### config.mk
export PLATFORM = sky130hd
export DESIGN_NAME = midpoint_circle_rasterizer_core
export DESIGN_NICKNAME = d
export VERILOG_FILES = /design/src/rtl/mcr_pkg.sv /design/src/rtl/mcr_queue.sv /design/src/rtl/mcr_front.sv /design/src/rtl/mcr_back.sv /design/src/rtl/midpoint_circle_rasterizer_core.sv
export SDC_FILE = /design/constraint.sdc
export NUM_CORES = 1
export LEC_CHECK = 0
export BUFFER_PORTS_ARGS = -buffer_cell sky130_fd_sc_hd__buf_2
export CAP_MARGIN = 20
export CORE_MARGIN = 1
export CORE_UTILIZATION = 40
export CTS_CLUSTER_DIAMETER = 100
export DETAILED_ROUTE_END_ITERATION = 16
export SYNTH_ARGS = -nofsm -noshare
export SYNTH_HDL_FRONTEND = slang
export SYNTH_SLANG_ARGS = --single-unit
### constraint.sdc
create_clock -name clk -period 8.65 [get_ports clk]
set_input_delay 0.865 -clock clk [delete_from_list [all_inputs] [get_ports clk]]
set_output_delay 0.865 -clock clk [all_outputs]
set_load 0.1 [all_outputs]
### src/rtl/mcr_pkg.sv
package mcr_pkg;

  localparam int COORD_BITS_DEFAULT = 16;
  localparam int QUEUE_DEPTH_DEFAULT = 4;

  localparam int RADIUS_BITS = 15;
  localparam int STEP_BITS = 16;
  localparam int DEC_BITS = 20;
  localparam int COLOR_BITS = 32;
  localparam int OP_BITS = 2;
  localparam int REG_INDEX_BITS = 1;
  localparam int IDX_BITS = 3;

  localparam logic [OP_BITS-1:0] OP_OUTLINE = 2'd0;
  localparam logic [OP_BITS-1:0] OP_FILLED = 2'd1;
  localparam logic [OP_BITS-1:0] OP_STEP = 2'd2;

  localparam logic [REG_INDEX_BITS-1:0] REG_CAMERA_X = 1'd0;
  localparam logic [REG_INDEX_BITS-1:0] REG_CAMERA_Y = 1'd1;

  localparam logic [DEC_BITS-1:0] DEC_INIT = 20'd3;
  localparam logic [DEC_BITS-1:0] DEC_INC_HOLD = 20'd6;
  localparam logic [DEC_BITS-1:0] DEC_INC_DIAG = 20'd10;

  localparam logic [IDX_BITS-1:0] SPAN_LAST = 3'd3;
  localparam logic [IDX_BITS-1:0] POINT_LAST = 3'd7;

  typedef struct packed {
    logic filled;
    logic done;
  } iter_ctl_t;

endpackage

### src/rtl/mcr_queue.sv
module mcr_queue #(
  parameter int WIDTH = 8,
  parameter int DEPTH = 4
) (
  input  logic             clk,
  input  logic             rst,
  input  logic             push,
  input  logic [WIDTH-1:0] din,
  output logic             full,
  input  logic             pop,
  output logic [WIDTH-1:0] dout,
  output logic             empty
);

  localparam int PTR_BITS = (DEPTH > 1) ? $clog2(DEPTH) : 1;
  localparam int CNT_BITS = $clog2(DEPTH + 1);

  logic [WIDTH-1:0] mem [DEPTH];
  logic [PTR_BITS-1:0] wr_ptr;
  logic [PTR_BITS-1:0] rd_ptr;
  logic [CNT_BITS-1:0] count;

  assign full = (count == CNT_BITS'(DEPTH));
  assign empty = (count == '0);
  assign dout = mem[rd_ptr];

  always_ff @(posedge clk) begin
    if (push) begin
      mem[wr_ptr] <= din;
    end
  end

  always_ff @(posedge clk) begin
    if (rst) begin
      wr_ptr <= '0;
      rd_ptr <= '0;
      count <= '0;
    end else begin
      if (push) begin
        wr_ptr <= (wr_ptr == PTR_BITS'(DEPTH - 1)) ? '0 : wr_ptr + 1'b1;
      end
      if (pop) begin
        rd_ptr <= (rd_ptr == PTR_BITS'(DEPTH - 1)) ? '0 : rd_ptr + 1'b1;
      end
      if (push && !pop) begin
        count <= count + 1'b1;
      end else if (pop && !push) begin
        count <= count - 1'b1;
      end
    end
  end

`ifndef NO_ASSERTIONS
  a_no_push_full: assert property (@(posedge clk) disable iff (rst) push |-> !full)
    else $error("queue written while full");
  a_no_pop_empty: assert property (@(posedge clk) disable iff (rst) pop |-> !empty)
    else $error("queue read while empty");
`endif

endmodule

### src/rtl/mcr_front.sv
module mcr_front #(
  parameter int COORD_BITS = mcr_pkg::COORD_BITS_DEFAULT
) (
  input  logic                                  clk,
  input  logic                                  rst,
  input  logic                                  write_enable,
  input  logic [mcr_pkg::REG_INDEX_BITS-1:0]    register_index,
  input  logic [COORD_BITS-1:0]                 write_data,
  input  logic                                  item_valid,
  output logic                                  item_stall,
  input  logic [mcr_pkg::OP_BITS-1:0]           operation,
  input  logic signed [COORD_BITS-1:0]          center_x,
  input  logic signed [COORD_BITS-1:0]          center_y,
  input  logic [mcr_pkg::RADIUS_BITS-1:0]       radius,
  input  logic [mcr_pkg::COLOR_BITS-1:0]        color,
  input  logic                                  queue_full,
  output logic                                  rec_push,
  output logic [COORD_BITS:0]                   rec_cx,
  output logic [COORD_BITS:0]                   rec_cy,
  output logic [mcr_pkg::STEP_BITS-1:0]         rec_a,
  output logic [mcr_pkg::STEP_BITS-1:0]         rec_b,
  output logic [mcr_pkg::COLOR_BITS-1:0]        rec_color,
  output mcr_pkg::iter_ctl_t                    rec_ctl
);

  localparam int SB = mcr_pkg::STEP_BITS;
  localparam int DB = mcr_pkg::DEC_BITS;

  logic [COORD_BITS-1:0] camera_x;
  logic [COORD_BITS-1:0] camera_y;
  logic active;
  logic filled_mode;
  logic [COORD_BITS:0] screen_cx;
  logic [COORD_BITS:0] screen_cy;
  logic [SB-1:0] step_x;
  logic [SB-1:0] step_y;
  logic [DB-1:0] decision;
  logic [mcr_pkg::COLOR_BITS-1:0] held_color;

  logic accept;
  logic is_start;
  logic is_step;
  logic fire;
  logic rec_filled;
  logic [SB-1:0] a0;
  logic [SB-1:0] b0;
  logic [DB-1:0] d0;
  logic [SB-1:0] step_x_next;
  logic [SB-1:0] step_y_next;
  logic [DB-1:0] decision_next;
  logic done_next;

  assign item_stall = queue_full;
  assign accept = item_valid && !item_stall;
  assign is_start = (operation == mcr_pkg::OP_OUTLINE) || (operation == mcr_pkg::OP_FILLED);
  assign is_step = (operation == mcr_pkg::OP_STEP);
  assign fire = accept && ((is_start && (radius != '0)) || (is_step && active));

  always_comb begin
    if (is_start) begin
      a0 = '0;
      b0 = SB'(radius);
      d0 = mcr_pkg::DEC_INIT - (DB'(radius) << 1);
      rec_cx = {center_x[COORD_BITS-1], center_x} - {camera_x[COORD_BITS-1], camera_x};
      rec_cy = {center_y[COORD_BITS-1], center_y} - {camera_y[COORD_BITS-1], camera_y};
      rec_color = color;
      rec_filled = (operation == mcr_pkg::OP_FILLED);
    end else begin
      a0 = step_x;
      b0 = step_y;
      d0 = decision;
      rec_cx = screen_cx;
      rec_cy = screen_cy;
      rec_color = held_color;
      rec_filled = filled_mode;
    end
  end

  always_comb begin
    step_x_next = a0 + SB'(1);
    if (d0[DB-1]) begin
      decision_next = d0 + (DB'(a0) << 2) + mcr_pkg::DEC_INC_HOLD;
      step_y_next = b0;
    end else begin
      decision_next = d0 + ((DB'(a0) - DB'(b0)) << 2) + mcr_pkg::DEC_INC_DIAG;
      step_y_next = b0 - SB'(1);
    end
    done_next = (step_y_next < step_x_next);
  end

  assign rec_push = fire;
  assign rec_a = a0;
  assign rec_b = b0;
  assign rec_ctl = '{filled: rec_filled, done: done_next};

  always_ff @(posedge clk) begin
    if (rst) begin
      camera_x <= '0;
      camera_y <= '0;
    end else if (write_enable) begin
      unique case (register_index)
        mcr_pkg::REG_CAMERA_X: camera_x <= write_data;
        mcr_pkg::REG_CAMERA_Y: camera_y <= write_data;
        default: ;
      endcase
    end
  end

  always_ff @(posedge clk) begin
    if (rst) begin
      active <= 1'b0;
    end else if (fire) begin
      active <= !done_next;
    end else if (accept && is_start) begin
      active <= 1'b0;
    end
  end

  always_ff @(posedge clk) begin
    if (rst) begin
      step_x <= '0;
      step_y <= '0;
      decision <= '0;
      screen_cx <= '0;
      screen_cy <= '0;
      held_color <= '0;
      filled_mode <= 1'b0;
    end else if (fire) begin
      step_x <= step_x_next;
      step_y <= step_y_next;
      decision <= decision_next;
      screen_cx <= rec_cx;
      screen_cy <= rec_cy;
      held_color <= rec_color;
      filled_mode <= rec_filled;
    end
  end

`ifndef NO_ASSERTIONS
  a_done_idles: assert property (@(posedge clk) disable iff (rst)
      rec_push && rec_ctl.done |=> !active)
    else $error("circle still active after its final iteration");
`endif

endmodule

### src/rtl/mcr_back.sv
module mcr_back #(
  parameter int COORD_BITS = mcr_pkg::COORD_BITS_DEFAULT
) (
  input  logic                                  clk,
  input  logic                                  rst,
  input  logic                                  queue_empty,
  output logic                                  queue_pop,
  input  logic [COORD_BITS:0]                   rec_cx,
  input  logic [COORD_BITS:0]                   rec_cy,
  input  logic [mcr_pkg::STEP_BITS-1:0]         rec_a,
  input  logic [mcr_pkg::STEP_BITS-1:0]         rec_b,
  input  logic [mcr_pkg::COLOR_BITS-1:0]        rec_color,
  input  mcr_pkg::iter_ctl_t                    rec_ctl,
  output logic                                  result_valid,
  input  logic                                  result_stall,
  output logic signed [COORD_BITS:0]            x_begin,
  output logic signed [COORD_BITS:0]            y_begin,
  output logic signed [COORD_BITS:0]            x_finish,
  output logic signed [COORD_BITS:0]            y_finish,
  output logic [mcr_pkg::COLOR_BITS-1:0]        pixel_color,
  output logic                                  is_span,
  output logic                                  last_of_iteration,
  output logic                                  circle_done
);

  localparam int OB = COORD_BITS + 1;

  logic cur_valid;
  logic [OB-1:0] cur_cx;
  logic [OB-1:0] cur_cy;
  logic [mcr_pkg::STEP_BITS-1:0] cur_a;
  logic [mcr_pkg::STEP_BITS-1:0] cur_b;
  logic [mcr_pkg::COLOR_BITS-1:0] cur_color;
  mcr_pkg::iter_ctl_t cur_ctl;
  logic [mcr_pkg::IDX_BITS-1:0] idx;

  logic adv;
  logic at_last;
  logic load;
  logic [OB-1:0] a_o;
  logic [OB-1:0] b_o;
  logic [OB-1:0] cx_pa, cx_ma, cx_pb, cx_mb;
  logic [OB-1:0] cy_pa, cy_ma, cy_pb, cy_mb;
  logic [OB-1:0] xb_n, yb_n, xf_n, yf_n;

  assign at_last = (idx == (cur_ctl.filled ? mcr_pkg::SPAN_LAST : mcr_pkg::POINT_LAST));
  assign adv = cur_valid && (!result_valid || !result_stall);
  assign load = !queue_empty && (!cur_valid || (adv && at_last));
  assign queue_pop = load;

  assign a_o = OB'(cur_a);
  assign b_o = OB'(cur_b);
  assign cx_pa = cur_cx + a_o;
  assign cx_ma = cur_cx - a_o;
  assign cx_pb = cur_cx + b_o;
  assign cx_mb = cur_cx - b_o;
  assign cy_pa = cur_cy + a_o;
  assign cy_ma = cur_cy - a_o;
  assign cy_pb = cur_cy + b_o;
  assign cy_mb = cur_cy - b_o;

  always_comb begin
    xb_n = cx_ma;
    xf_n = cx_pa;
    yb_n = cy_mb;
    if (cur_ctl.filled) begin
      case (idx)
        3'd0: begin xb_n = cx_ma; xf_n = cx_pa; yb_n = cy_mb; end
        3'd1: begin xb_n = cx_mb; xf_n = cx_pb; yb_n = cy_ma; end
        3'd2: begin xb_n = cx_ma; xf_n = cx_pa; yb_n = cy_pb; end
        3'd3: begin xb_n = cx_mb; xf_n = cx_pb; yb_n = cy_pa; end
        default: ;
      endcase
    end else begin
      case (idx)
        3'd0: begin xb_n = cx_pa; yb_n = cy_mb; end
        3'd1: begin xb_n = cx_pb; yb_n = cy_ma; end
        3'd2: begin xb_n = cx_pb; yb_n = cy_pa; end
        3'd3: begin xb_n = cx_pa; yb_n = cy_pb; end
        3'd4: begin xb_n = cx_ma; yb_n = cy_pb; end
        3'd5: begin xb_n = cx_mb; yb_n = cy_pa; end
        3'd6: begin xb_n = cx_mb; yb_n = cy_ma; end
        default: begin xb_n = cx_ma; yb_n = cy_mb; end
      endcase
      xf_n = xb_n;
    end
    yf_n = yb_n;
  end

  always_ff @(posedge clk) begin
    if (rst) begin
      cur_valid <= 1'b0;
      idx <= '0;
      result_valid <= 1'b0;
    end else begin
      if (load) begin
        cur_valid <= 1'b1;
        idx <= '0;
      end else if (adv) begin
        if (at_last) begin
          cur_valid <= 1'b0;
        end
        idx <= idx + 1'b1;
      end
      if (adv) begin
        result_valid <= 1'b1;
      end else if (!result_stall) begin
        result_valid <= 1'b0;
      end
    end
  end

  always_ff @(posedge clk) begin
    if (load) begin
      cur_cx <= rec_cx;
      cur_cy <= rec_cy;
      cur_a <= rec_a;
      cur_b <= rec_b;
      cur_color <= rec_color;
      cur_ctl <= rec_ctl;
    end
    if (adv) begin
      x_begin <= xb_n;
      y_begin <= yb_n;
      x_finish <= xf_n;
      y_finish <= yf_n;
      pixel_color <= cur_color;
      is_span <= cur_ctl.filled;
      last_of_iteration <= at_last;
      circle_done <= at_last && cur_ctl.done;
    end
  end

`ifndef NO_ASSERTIONS
  a_done_is_last: assert property (@(posedge clk) disable iff (rst)
      result_valid && circle_done |-> last_of_iteration)
    else $error("circle completion flagged before the end of an iteration");
  a_point_shape: assert property (@(posedge clk) disable iff (rst)
      result_valid && !is_span |-> (x_begin == x_finish) && (y_begin == y_finish))
    else $error("point result with differing end coordinates");
  a_span_flat: assert property (@(posedge clk) disable iff (rst)
      result_valid && is_span |-> (y_begin == y_finish))
    else $error("span result is not horizontal");
`endif

endmodule

### src/rtl/midpoint_circle_rasterizer_core.sv
// The first result of a transaction is written into the queue, loaded into the sequencer's
// current-record register and then registered onto the result port. A filled iteration gives
// four results and an outline iteration eight, one result per cycle while result_stall is low.
// A four-entry queue between the iteration update and the result sequencer sets how far
// the input side may run ahead. Reset is synchronous and clears the camera registers,
// the circle state and all valid flags; the block accepts transactions right after reset.
module midpoint_circle_rasterizer_core #(
  parameter int COORD_BITS = mcr_pkg::COORD_BITS_DEFAULT,
  parameter int QUEUE_DEPTH = mcr_pkg::QUEUE_DEPTH_DEFAULT
) (
  input  logic                                  clk,
  input  logic                                  rst,
  input  logic                                  write_enable,
  input  logic [mcr_pkg::REG_INDEX_BITS-1:0]    register_index,
  input  logic [COORD_BITS-1:0]                 write_data,
  input  logic                                  item_valid,
  output logic                                  item_stall,
  input  logic [mcr_pkg::OP_BITS-1:0]           operation,
  input  logic signed [COORD_BITS-1:0]          center_x,
  input  logic signed [COORD_BITS-1:0]          center_y,
  input  logic [mcr_pkg::RADIUS_BITS-1:0]       radius,
  input  logic [mcr_pkg::COLOR_BITS-1:0]        color,
  output logic                                  result_valid,
  input  logic                                  result_stall,
  output logic signed [COORD_BITS:0]            x_begin,
  output logic signed [COORD_BITS:0]            y_begin,
  output logic signed [COORD_BITS:0]            x_finish,
  output logic signed [COORD_BITS:0]            y_finish,
  output logic [mcr_pkg::COLOR_BITS-1:0]        pixel_color,
  output logic                                  is_span,
  output logic                                  last_of_iteration,
  output logic                                  circle_done
);

  localparam int OB = COORD_BITS + 1;
  localparam int REC_BITS = 2 * OB + 2 * mcr_pkg::STEP_BITS + mcr_pkg::COLOR_BITS
                            + $bits(mcr_pkg::iter_ctl_t);

  logic queue_full;
  logic queue_empty;
  logic queue_pop;
  logic rec_push;
  logic [OB-1:0] f_cx, f_cy, b_cx, b_cy;
  logic [mcr_pkg::STEP_BITS-1:0] f_a, f_b, b_a, b_b;
  logic [mcr_pkg::COLOR_BITS-1:0] f_color, b_color;
  mcr_pkg::iter_ctl_t f_ctl, b_ctl;
  logic [REC_BITS-1:0] q_din;
  logic [REC_BITS-1:0] q_dout;

  mcr_front #(.COORD_BITS(COORD_BITS)) u_front (
    .clk(clk),
    .rst(rst),
    .write_enable(write_enable),
    .register_index(register_index),
    .write_data(write_data),
    .item_valid(item_valid),
    .item_stall(item_stall),
    .operation(operation),
    .center_x(center_x),
    .center_y(center_y),
    .radius(radius),
    .color(color),
    .queue_full(queue_full),
    .rec_push(rec_push),
    .rec_cx(f_cx),
    .rec_cy(f_cy),
    .rec_a(f_a),
    .rec_b(f_b),
    .rec_color(f_color),
    .rec_ctl(f_ctl)
  );

  assign q_din = {f_cx, f_cy, f_a, f_b, f_color, f_ctl};
  assign {b_cx, b_cy, b_a, b_b, b_color, b_ctl} = q_dout;

  mcr_queue #(.WIDTH(REC_BITS), .DEPTH(QUEUE_DEPTH)) u_queue (
    .clk(clk),
    .rst(rst),
    .push(rec_push),
    .din(q_din),
    .full(queue_full),
    .pop(queue_pop),
    .dout(q_dout),
    .empty(queue_empty)
  );

  mcr_back #(.COORD_BITS(COORD_BITS)) u_back (
    .clk(clk),
    .rst(rst),
    .queue_empty(queue_empty),
    .queue_pop(queue_pop),
    .rec_cx(b_cx),
    .rec_cy(b_cy),
    .rec_a(b_a),
    .rec_b(b_b),
    .rec_color(b_color),
    .rec_ctl(b_ctl),
    .result_valid(result_valid),
    .result_stall(result_stall),
    .x_begin(x_begin),
    .y_begin(y_begin),
    .x_finish(x_finish),
    .y_finish(y_finish),
    .pixel_color(pixel_color),
    .is_span(is_span),
    .last_of_iteration(last_of_iteration),
    .circle_done(circle_done)
  );

endmodule
==> flow_results.org <==
** Global route
- The number of antenna violations at the first check in global routing came to 2.
- The number of global-route vias before repair is 27,196.
- Met2 track demand over resource in global routing :: 0.324
- Remaining global-route overflow :: 0
- The first global-routing pass estimated 164,000 µm of wire.
- Grt met1 use :: 0.298
- The global routing stage identified its most utilized layer as met2.
- Met3 Resource Use GR :: 0.0325
- In the global route stage, overall resource usage came out at 0.208.
- Maximum number of pins on one net before global-route repair :: 99

** Yosys
- Synthesis produced a netlist with a net count of 4,038.
- Post-synthesis cell count :: 3,657
- Share of the synthesized area in the top cell type :: 0.431
- For this run, the leading register cell type out of synthesis is edfxtp_1.
- Cell Area, Synth :: 40,700 µm²
- By count the netlist is led by edfxtp_1 (585), nand2_1 (399), a21oi_1 (312).
- edfxtp_1 takes more of the synthesized area than any other cell.
- Sequential-to-total area share from yosys stat :: 0.511
- #FFs+latches synth :: 748
- Yosys mapped the design onto 83 distinct sky130hd cell types.
- In this run, synthesis inferred 585 flip-flops with an integrated enable.
- By area the synthesized netlist is led by edfxtp_1 (43%), ha_1 (8.1%), dfxtp_1 (8.0%), mux4_2 (5.5%), a21oi_1 (3.8%).
- A synthesized cell averages 11.1 µm².
- During synthesis, Yosys emitted a total of 0 warnings.
- Share of synthesized registers carrying an async set or reset :: 0
- edfxtp_1 is the most common cell in the netlist.

** CTS
- Clock transition at the register clock pins on the worst setup and hold paths after CTS :: 60 ps
- The number of clock buffers added by TritonCTS is 81.
- After clock tree synthesis, the repair step resized 0 gates.
- Clock latency on the worst-skew pair, taken at its later pin, is 630 ps.
- In this run the clock root is driven by a clkbuf_16.
- Clock Path Buffers :: 3
- H-tree depth :: 3
- Clock tree from TritonCTS :: yes
- Number of buffers inserted for hold repair after clock tree synthesis :: 0
- The number of setup buffers added after CTS is 0.
- The tree built by TritonCTS fans out to 748 sinks.

** Die
- Placement Rows :: 116
- Floorplan die area :: 103,000 µm²
- The region available for standard cell placement spans 100,000 µm².
- The initial utilization of the core area, before any placement, comes to 0.406.
- Die span in y :: 321 µm
- Num ports :: 208
- In this run the horizontal extent of the chip is 321 µm.

** Power
- After layout, the design draws a total of 19.6 mW.
- For this design the static power due to leakage is 16.9 nW.
- Power spread over the standard cell area amounts to 429 nW/µm².
- Peak supply drop :: 0.333 mV

** Final layout
- The area growth from synthesis to layout is 11.9%.
- After the last flow step, the layout net total stands at 4,161.
- Summing all multi-input logic gate instances after layout gives 18,400 µm².
- Fraction of layout instances using a drive strength above 1 :: 0.140
- Area used by sequential logic in the layout :: 20,800 µm²
- Count of fill cells added during filler insertion :: 9,386
- Cell area after layout :: 45,600 µm²

** STA
- After routing, the total negative slack on setup checks comes to 0 ps.
- Transition time at the pin with the least slew margin :: 1070 ps
- Setup repair after global routing missed its margin :: no
- Clock Skew :: 30.0 ps
- Peak clock frequency supported by timing :: 178 MHz
- The number of endpoints with negative hold slack in the final report was 0.
- Setup violations remaining at the end of the flow were counted as 0.
- After layout, the minimum clock period comes to 5610 ps.
- Worst relative slew slack :: 0.282
- Of the available clock period, the critical path in the final layout requires 0.648.
- Final-report max-slew violation count :: 0

** Worst hold path
- Class of the tightest hold or removal check :: reg -> reg

** Critical path
- Critical path peak fanout :: 57
- Data required time of the critical path :: 9180 ps
- STA classifies the critical path startpoint as an input pin.
- The setup path with the least slack is of type in -> reg.
- Register-to-register setup slack :: 3360 ps
- Arr. time, crit path :: 6130 ps
- STA classifies the critical path endpoint as a flop.

** Placed design
- Detailed placement finished with a half-perimeter wire length of 76,300 µm.
- Dpl cell area :: 42,900 µm²
- GPL Wtd Cong :: 0.944
- Port buffering added 207 buffers.

** Route
- First-iteration detailed-routing DRC count :: 2,532
- Final ANT Viol Nets :: 0
- Average wire per standard cell :: 20.9 µm
- Detailed routing inserted a total of 28,492 vias.
- Count of unresolved DRC violations after routing :: 0
- Vias/cell :: 5.48
- The first detailed-routing pass ran for 7 iterations.
- For this block, the routed nets add up to 109,000 µm of wire.

** Run status
- The run finished with clean final reports.

** Run
- Max-cap violations in this run came to 0.
## where the power goes
group | leakage, nW | switching, mW | internal (mW)
Clock | 1.27 | 1.43 | 1.98
Combinational | 8.81 | 7.09 | 3.54
Sequential | 6.80 | 0.614 | 4.90
Total | 16.9 | 9.14 | 10.4
## placed cells by master (no fill, tap or decap), types with 14 or more instances in the layout
master       n
a21o_1      38
nor3_1      85
nor2b_1     46
and2_1      20
or3_1       18
mux2_2      38
xor2_1      71
o21ai_0    172
a31oi_1     28
ha_1       265
mux2i_1     24
clkbuf_16   82
xnor2_1    155
o221ai_1    14
nand2b_1    39
and3_1      17
buf_2      205
nand2_1    399
a21boi_0    14
clkbuf_1    20
a211oi_1    37
o211ai_1    18
edfxtp_1   585
nor2_1     287
a21oi_1    312
mux4_2     100
o21bai_1    33
o21a_1      20
o22ai_1     14
buf_4       33
nand3_1     43
dfxtp_1    161
inv_1      180
## sequential cells by signal, indices dropped and copies added, names as in the netlist, 19 cells and up
name	cells
u_front.decision	19
u_queue.mem	400
u_back.cur_color	32
u_back.pixel_color	32
u_front.held_color	32
## final cells by class
class,count,area share
Antenna cell,2,0.000110
Clock buffer,110,0.0491
Clock inverter,38,0.00846
Inverter,181,0.0150
Multi-Input combinational cell,2527,0.404
Sequential cell,748,0.457
Tap cell,1357,0.0373
Timing Repair Buffer,241,0.0291
## per-layer routing
layer  up-vias  share of wire
li1      13610              -
met4         0          0.029
met3       185          0.063
met1     13791           0.46
met2       906           0.45
met5         -              0
## logic make-up (layout without fill, tap and decap cells)
family / count (synthesis) / count (layout) / synth area share
AO/OA/AOI/OAI: 839 / 839 / 0.129
AND/OR/NAND/NOR: 1020 / 1020 / 0.113
other: 0 / 2 / 0
flip-flops: 748 / 748 / 0.511
buffers and inverters: 382 / 570 / 0.0378
XOR/XNOR: 228 / 228 / 0.0494
adder cells (fa/ha/maj): 278 / 278 / 0.0878
multiplexers: 162 / 162 / 0.0717
## stage by stage
stage | instances | hold WS, ps | utilization | worst slack [ps]
after floorplan | 3657 | 400 | - | 2270
after CTS | 5199 | 418 | 0.453 | 3120
after detailed placement | 5051 | 406 | 0.427 | 2460
final | 5204 | 418 | 0.454 | 3040
after global routing | 5203 | 424 | 0.454 | 2560
after global placement | 5051 | 402 | 0.427 | 2550
## path summary, 6_finish.rpt
check	endpoint	depth (start not counted)	start
worst min-delay path	u_back.pixel_color[0]$_DFFE_PP_	0	u_back.cur_color[0]$_DFFE_PP_
worst max-delay path	u_front.decision[18]$_SDFFE_PP0P_	24	operation[1]
worst min register to register	u_back.pixel_color[0]$_DFFE_PP_	0	u_back.cur_color[0]$_DFFE_PP_
worst max register to register	u_front.decision[18]$_SDFFE_PP0P_	22	u_front.step_x[0]$_SDFFE_PP0P_
## critical path: stages
cell and delay, ps:
buf_6 370, nor2b_1 140, a21oi_1 220, inv_1 160
ha_1 240, a21boi_0 170, o21ai_0 140, a211oi_1 330
o311ai_0 190, a21oi_1 320, nor2_1 100, xnor2_1 140
ha_1 290, ha_1 370, a21o_1 210, a21oi_1 220
nor2b_1 80, a311o_1 380, a41oi_1 380, nand2_1 100
a31oi_1 220, xnor2_1 130, o21ai_0 80, a311oi_1 250
(Power assumes the default switching activity.)
